`config.mk`:
```
export PLATFORM = sky130hd
export DESIGN_NAME = esc_level_pipe
export DESIGN_NICKNAME = d
export VERILOG_FILES = /design/src/sv/esc_pkg.sv /design/src/sv/esc_level_pipe.sv
export SDC_FILE = /design/constraint.sdc
export NUM_CORES = 2
export LEC_CHECK = 0
export BUFFER_PORTS_ARGS = -buffer_cell sky130_fd_sc_hd__clkbuf_2
export CAP_MARGIN = 10
export CORE_MARGIN = 4
export CORE_UTILIZATION = 57
export CTS_CLUSTER_DIAMETER = 80
export CTS_CLUSTER_SIZE = 8
export DETAILED_ROUTE_END_ITERATION = 12
export PLACE_DENSITY = 0.74
export SYNTH_ARGS = -nofsm -noshare
export SYNTH_HDL_FRONTEND = slang
export SYNTH_SLANG_ARGS = --single-unit
```
`constraint.sdc`:
```
create_clock -name clock -period 11.15 [get_ports clock]
set_clock_uncertainty 0.05 [all_clocks]
set_input_delay 1.6725 -clock clock [delete_from_list [all_inputs] [get_ports clock]]
set_output_delay 1.6725 -clock clock [all_outputs]
set_load 0.05 [all_outputs]
```
`src/sv/esc_pkg.sv`:
```
package esc_pkg;

   localparam int NUM_CH = 3;

   localparam logic [2:0] REQ_TICK  = 3'd0;
   localparam logic [2:0] REQ_SPEED = 3'd1;
   localparam logic [2:0] REQ_PULSE = 3'd2;
   localparam logic [2:0] REQ_STOP  = 3'd3;
   localparam logic [2:0] REQ_ESTOP = 3'd4;
   localparam logic [2:0] REQ_INIT  = 3'd5;

   localparam logic [1:0] CH_LEFT   = 2'd0;
   localparam logic [1:0] CH_RIGHT  = 2'd1;
   localparam logic [1:0] CH_WEAPON = 2'd2;
   localparam logic [1:0] CH_NONE   = 2'd3;

   typedef struct packed {
      logic [2:0]        req_type;
      logic [1:0]        channel;
      logic signed [7:0] speed;
      logic [15:0]       pulse_width;
      logic              armed;
      logic              failsafe;
   } req_item_type;

   typedef struct packed {
      logic        ok;
      logic        enabled;
      logic [15:0] left_pulse;
      logic [15:0] right_pulse;
      logic [15:0] weapon_pulse;
      logic [15:0] left_level;
      logic [15:0] right_level;
      logic [15:0] weapon_level;
   } rsp_item_type;

   // per-item state snapshot handed to the level stages
   typedef struct packed {
      logic                     ok;
      logic                     enabled;
      logic [NUM_CH-1:0][15:0]  pulse;
      logic [NUM_CH-1:0][15:0]  width;
   } snap_type;

   // level = width * wrap / 20000, saturated to 16 bits
   localparam longint      LEVEL_DIV   = 20000;
   localparam logic [32:0] LEVEL_SAT   = 33'(64'd65536 * LEVEL_DIV);
   // floor(x / 20000) = floor((x >> 5) / 625), reciprocal of 625 at 2^36
   localparam int          LEVEL_PRE   = 5;
   localparam int          LEVEL_SHIFT = 36;
   localparam logic [26:0] LEVEL_RECIP = 27'd109951163;

endpackage

```
`src/sv/esc_level_pipe.sv`:
```
module esc_level_pipe (
   input  logic                 clock,
   input  logic                 reset,
   input  logic                 in_valid,
   output logic                 in_stall,
   input  esc_pkg::snap_type    in_snap,
   input  logic [16:0]          wrap,
   output logic                 rsp_valid,
   input  logic                 rsp_stall,
   output esc_pkg::rsp_item_type rsp_item
);
   import esc_pkg::*;

   logic                       a_v_ff;
   logic                       a_ok_ff;
   logic                       a_en_ff;
   logic [NUM_CH-1:0][15:0]    a_pulse_ff;
   logic [NUM_CH-1:0][32:0]    a_prod_ff;
   logic [NUM_CH-1:0][32:0]    a_prod_in;
   logic                       o_v_ff;
   rsp_item_type               rsp_item_ff;
   rsp_item_type               rsp_item_in;
   logic [NUM_CH-1:0][15:0]    level;
   logic [NUM_CH-1:0][52:0]    quot_full;
   logic                       adv_a;
   logic                       adv_o;

   assign adv_o    = !o_v_ff || !rsp_stall;
   assign adv_a    = !a_v_ff || adv_o;
   assign in_stall = !adv_a;

   always_comb begin
      for (int c = 0; c < NUM_CH; c++) begin
         a_prod_in[c] = in_snap.width[c] * wrap;
         quot_full[c] = a_prod_ff[c][30:LEVEL_PRE] * LEVEL_RECIP;
         if (a_prod_ff[c] >= LEVEL_SAT) begin
            level[c] = 16'hFFFF;
         end else begin
            level[c] = quot_full[c][LEVEL_SHIFT +: 16];
         end
      end
      rsp_item_in.ok           = a_ok_ff;
      rsp_item_in.enabled      = a_en_ff;
      rsp_item_in.left_pulse   = a_pulse_ff[CH_LEFT];
      rsp_item_in.right_pulse  = a_pulse_ff[CH_RIGHT];
      rsp_item_in.weapon_pulse = a_pulse_ff[CH_WEAPON];
      rsp_item_in.left_level   = level[CH_LEFT];
      rsp_item_in.right_level  = level[CH_RIGHT];
      rsp_item_in.weapon_level = level[CH_WEAPON];
   end

   always_ff @(posedge clock) begin
      if (reset) begin
         a_v_ff <= 1'b0;
         o_v_ff <= 1'b0;
      end else begin
         if (adv_a) begin
            a_v_ff <= in_valid;
         end
         if (adv_o) begin
            o_v_ff <= a_v_ff;
         end
      end
   end

   always_ff @(posedge clock) begin
      if (in_valid && adv_a) begin
         a_ok_ff    <= in_snap.ok;
         a_en_ff    <= in_snap.enabled;
         a_pulse_ff <= in_snap.pulse;
         a_prod_ff  <= a_prod_in;
      end
      if (a_v_ff && adv_o) begin
         rsp_item_ff <= rsp_item_in;
      end
   end

   assign rsp_valid = o_v_ff;
   assign rsp_item  = rsp_item_ff;

endmodule

```
==> flow_summary.ini <==
[run_status]
outcome = finished, final reports clean

[detailed_routing]
wl_per_cell_um = 20.3
via_per_inst = 5.39
antenna_left = 0
routed_wl_um = 182000
drc = 0
first_pass_iters = 5
first_iter_violations = 3366
vias = 48430

[yosys]
yosys.area.top_type_share = 0.428
ys_dominant_reg_cell = edfxtp_1
synth_warnings = 0
synth_area_leaders = fa_1 43%, ha_1 19%, inv_1 12%, edfxtp_1 10%, nand2_1 3.3%
yosysTopAreaCell = fa_1
synth_top_family_by_area = adder cells
synth.ff_latch_count = 249
synthesis.instances = 7183
synth_seq_area_share = 0.104
synth-xor-area-share = 0.0177
yosys.area_share.simple = 0.0817
synth_compound_area_frac = 0.0481
synth-edff-count = 247
yosys.area_share.adder = 0.622
syn_area_um2 = 71400
avgSynthCellArea_um2 = 9.95
synth_cell_types = 75
async_flop_share = 0
synth_mux_area_frac = 0.000140
synth_nets = 9936

[worst_setup_path]
worstSetupPathType = reg -> reg
endpoint_kind = flop
reg2reg_slack_ps = 2750
critical_path.cell_chain = inv_1 -> ha_1 -> inv_1 -> fa_1 -> fa_1 -> inv_1 -> fa_1 -> fa_1 -> inv_1 -> fa_1 -> fa_1 -> inv_1 -> ha_1 -> nand3_1 -> nor4_1 -> o311ai_1 -> and4b_1 -> a211oi_2 -> a21o_1 -> and4_1 -> nor3_1
cpLargestDelayFamily = adder cells
worst-path-buf-inv = 5
critPathMaxFanout = 7
worstPathRequired_ps = 11450
arrival_ps = 8710
worst_path_max_delay_cell = nor4_1
worst_setup_path_start_kind = flop
cpMostUsedCell = fa_1
cpPeakStageDelay_ps = 800

[timing]
tightest_slew_ps = 1200
setup_viol = 0
post-route-period-util = 0.754
finalSetupTns_ps = 0
period_needed_ps = 8400
slew-limit-headroom = 0.188
achievable-frequency_ghz = 0.119
rsz0062_at_grt = no
slew_violations = 0
hold_viol_final = 0

[clock_tree]
hold_buffers = 0
postCtsSetupBuffers = 0
cts_tree = done
clk_pin_slew_ps = 50
ctsLongestPathBuffers = 3
cts.sinks = 249
cts_root_buffer = clkbuf_16
htree_levels = 2
cts_made_buffers = 40
cts_resized = 0
clock_latency_ps = 610

[floorplan]
fp.dieW_um = 362
io_pins = 219
rows = 129
start_util = 0.576
core_area_um2 = 124000
die_area_um2 = 131000
die_height_um = 362

[global_route]
grt.overflow.total = 0
grt.total_usage = 0.289
first_global_vias = 53246
grt_max_degree = 125
grt_first_pass_wirelength_um = 293000
antenna_found_initial = 16

[place]
dp_hpwl_um = 155000
portBuffers = 218
finalWeightedCongestion = 0.992

[worst_hold_path]
min_path_type = reg -> reg

[final_layout]
drive_gt1_frac = 0.0434
fillers = 10422
nets = 10060
area_delta_synth_final_pct = 5.62

[job]
drv_cap = 0
## synthesized netlist by cell type (all sizes together), types with 3 or more instances
cell type,instances
inv,2244
nand4,30
a2bb2oi,3
ha,1107
a21o,110
xnor2,95
or3,9
nor4,18
a31o,4
nor3,20
nor2b,15
or2,8
fa,1527
o311ai,3
o21bai,23
a21oi,157
and4,10
o22ai,5
edfxtp,247
nor4b,3
o221ai,3
o31ai,7
nor2,97
nand2,637
a211o,6
a221oi,6
nand3,38
o41ai,5
and2,299
a21boi,4
a221o,3
a211oi,23
o211ai,11
a311o,4
and3,20
nand2b,13
clkbuf,160
o21ai,79
or4,5
a31oi,22
a41oi,6
xor2,49
o21a,19
## kinds of logic (layout without fill, tap and decap cells)
group,Yosys count,after routing
buf+inv,2406,2551
xor+xnor,144,144
simple gates,1229,1229
flops,249,249
compound gates,520,520
fa+ha+maj,2634,2634
mux,1,1
other cells,0,12
## path summary, 6_finish.rpt
path	startpoint	endpoint	depth (start not counted)
worst max-delay path	a_prod_ff[89]$_DFFE_PP_	rsp_item[13]$_SDFFCE_PP1P_	21
worst min register to register	a_pulse_ff[35]$_DFFE_PP_	rsp_item[51]$_DFFE_PP_	0
worst min-delay path	a_pulse_ff[35]$_DFFE_PP_	rsp_item[51]$_DFFE_PP_	0
worst max register to register	a_prod_ff[89]$_DFFE_PP_	rsp_item[13]$_SDFFCE_PP1P_	21
## sequential cells by signal, indices dropped and copies added (netlist names)
register    cells
a_en_ff         1
a_prod_ff      99
a_pulse_ff     48
a_v_ff          1
a_ok_ff         1
rsp_valid       1
rsp_item       98
## per-layer routing
metal / wire length, µm / track usage / vias up / share of wire
met3: 14300 / 0.0511 / 266 / 0.078
li1: - / - / 21759 / -
met1: 78300 / 0.406 / 24724 / 0.43
met2: 84800 / 0.471 / 1677 / 0.47
met4: 4490 / 0.0700 / 4 / 0.025
met5: 31 / 0 / - / 0.00017
## per-stage QoR
stage / worst slack (ps) / area, µm² / utilization / std cells / hold slack (ps)
3_5_place_dp: 2340 / 74200 / 0.598 / 8902 / 355
3_3_place_gp: 2350 / 74200 / 0.598 / 8902 / 350
5_1_grt: 2460 / 75400 / 0.608 / 8968 / 365
4_1_cts: 2910 / 75400 / 0.608 / 8965 / 365
2_1_floorplan: 1620 / 71400 / - / 7183 / 350
6_report: 2750 / 75500 / 0.608 / 8977 / 364
## area by class of cell
type,count,area (µm²),area share
Multi-Input combinational cell,4528,55000,0.729
Tap cell,1637,2050,0.0271
Timing Repair Buffer,244,1300,0.0172
Inverter,2244,8420,0.112
Sequential cell,249,7460,0.0988
Antenna cell,12,30.0,0.000398
Clock buffer,54,1050,0.0140
Clock inverter,9,155,0.00206
## cells in the final DEF (no fill, tap or decap), types with 9 or more instances in the layout
cell          n
fa_1       1527
clkbuf_2    218
and4_1       10
diode_2      12
nor3_1       20
nand2_1     637
xnor2_1      95
nand4_1      30
clkbuf_16    40
a21o_1      109
and3_1       20
and2_1      298
nor4_1       15
a31oi_1      22
edfxtp_1    247
a211oi_1     22
nor2b_1      14
inv_1      2244
nand2b_1     13
xor2_1       49
nor2_1       97
o211ai_1     11
ha_1       1107
a21oi_1     156
nand3_1      38
buf_4        25
o21a_1       19
or3_1         9
o21bai_1     23
o21ai_0      74
clkbuf_1     14
Power is not shown: default switching activity piles up to over one toggle a cycle in this logic, so the estimate is an artifact.
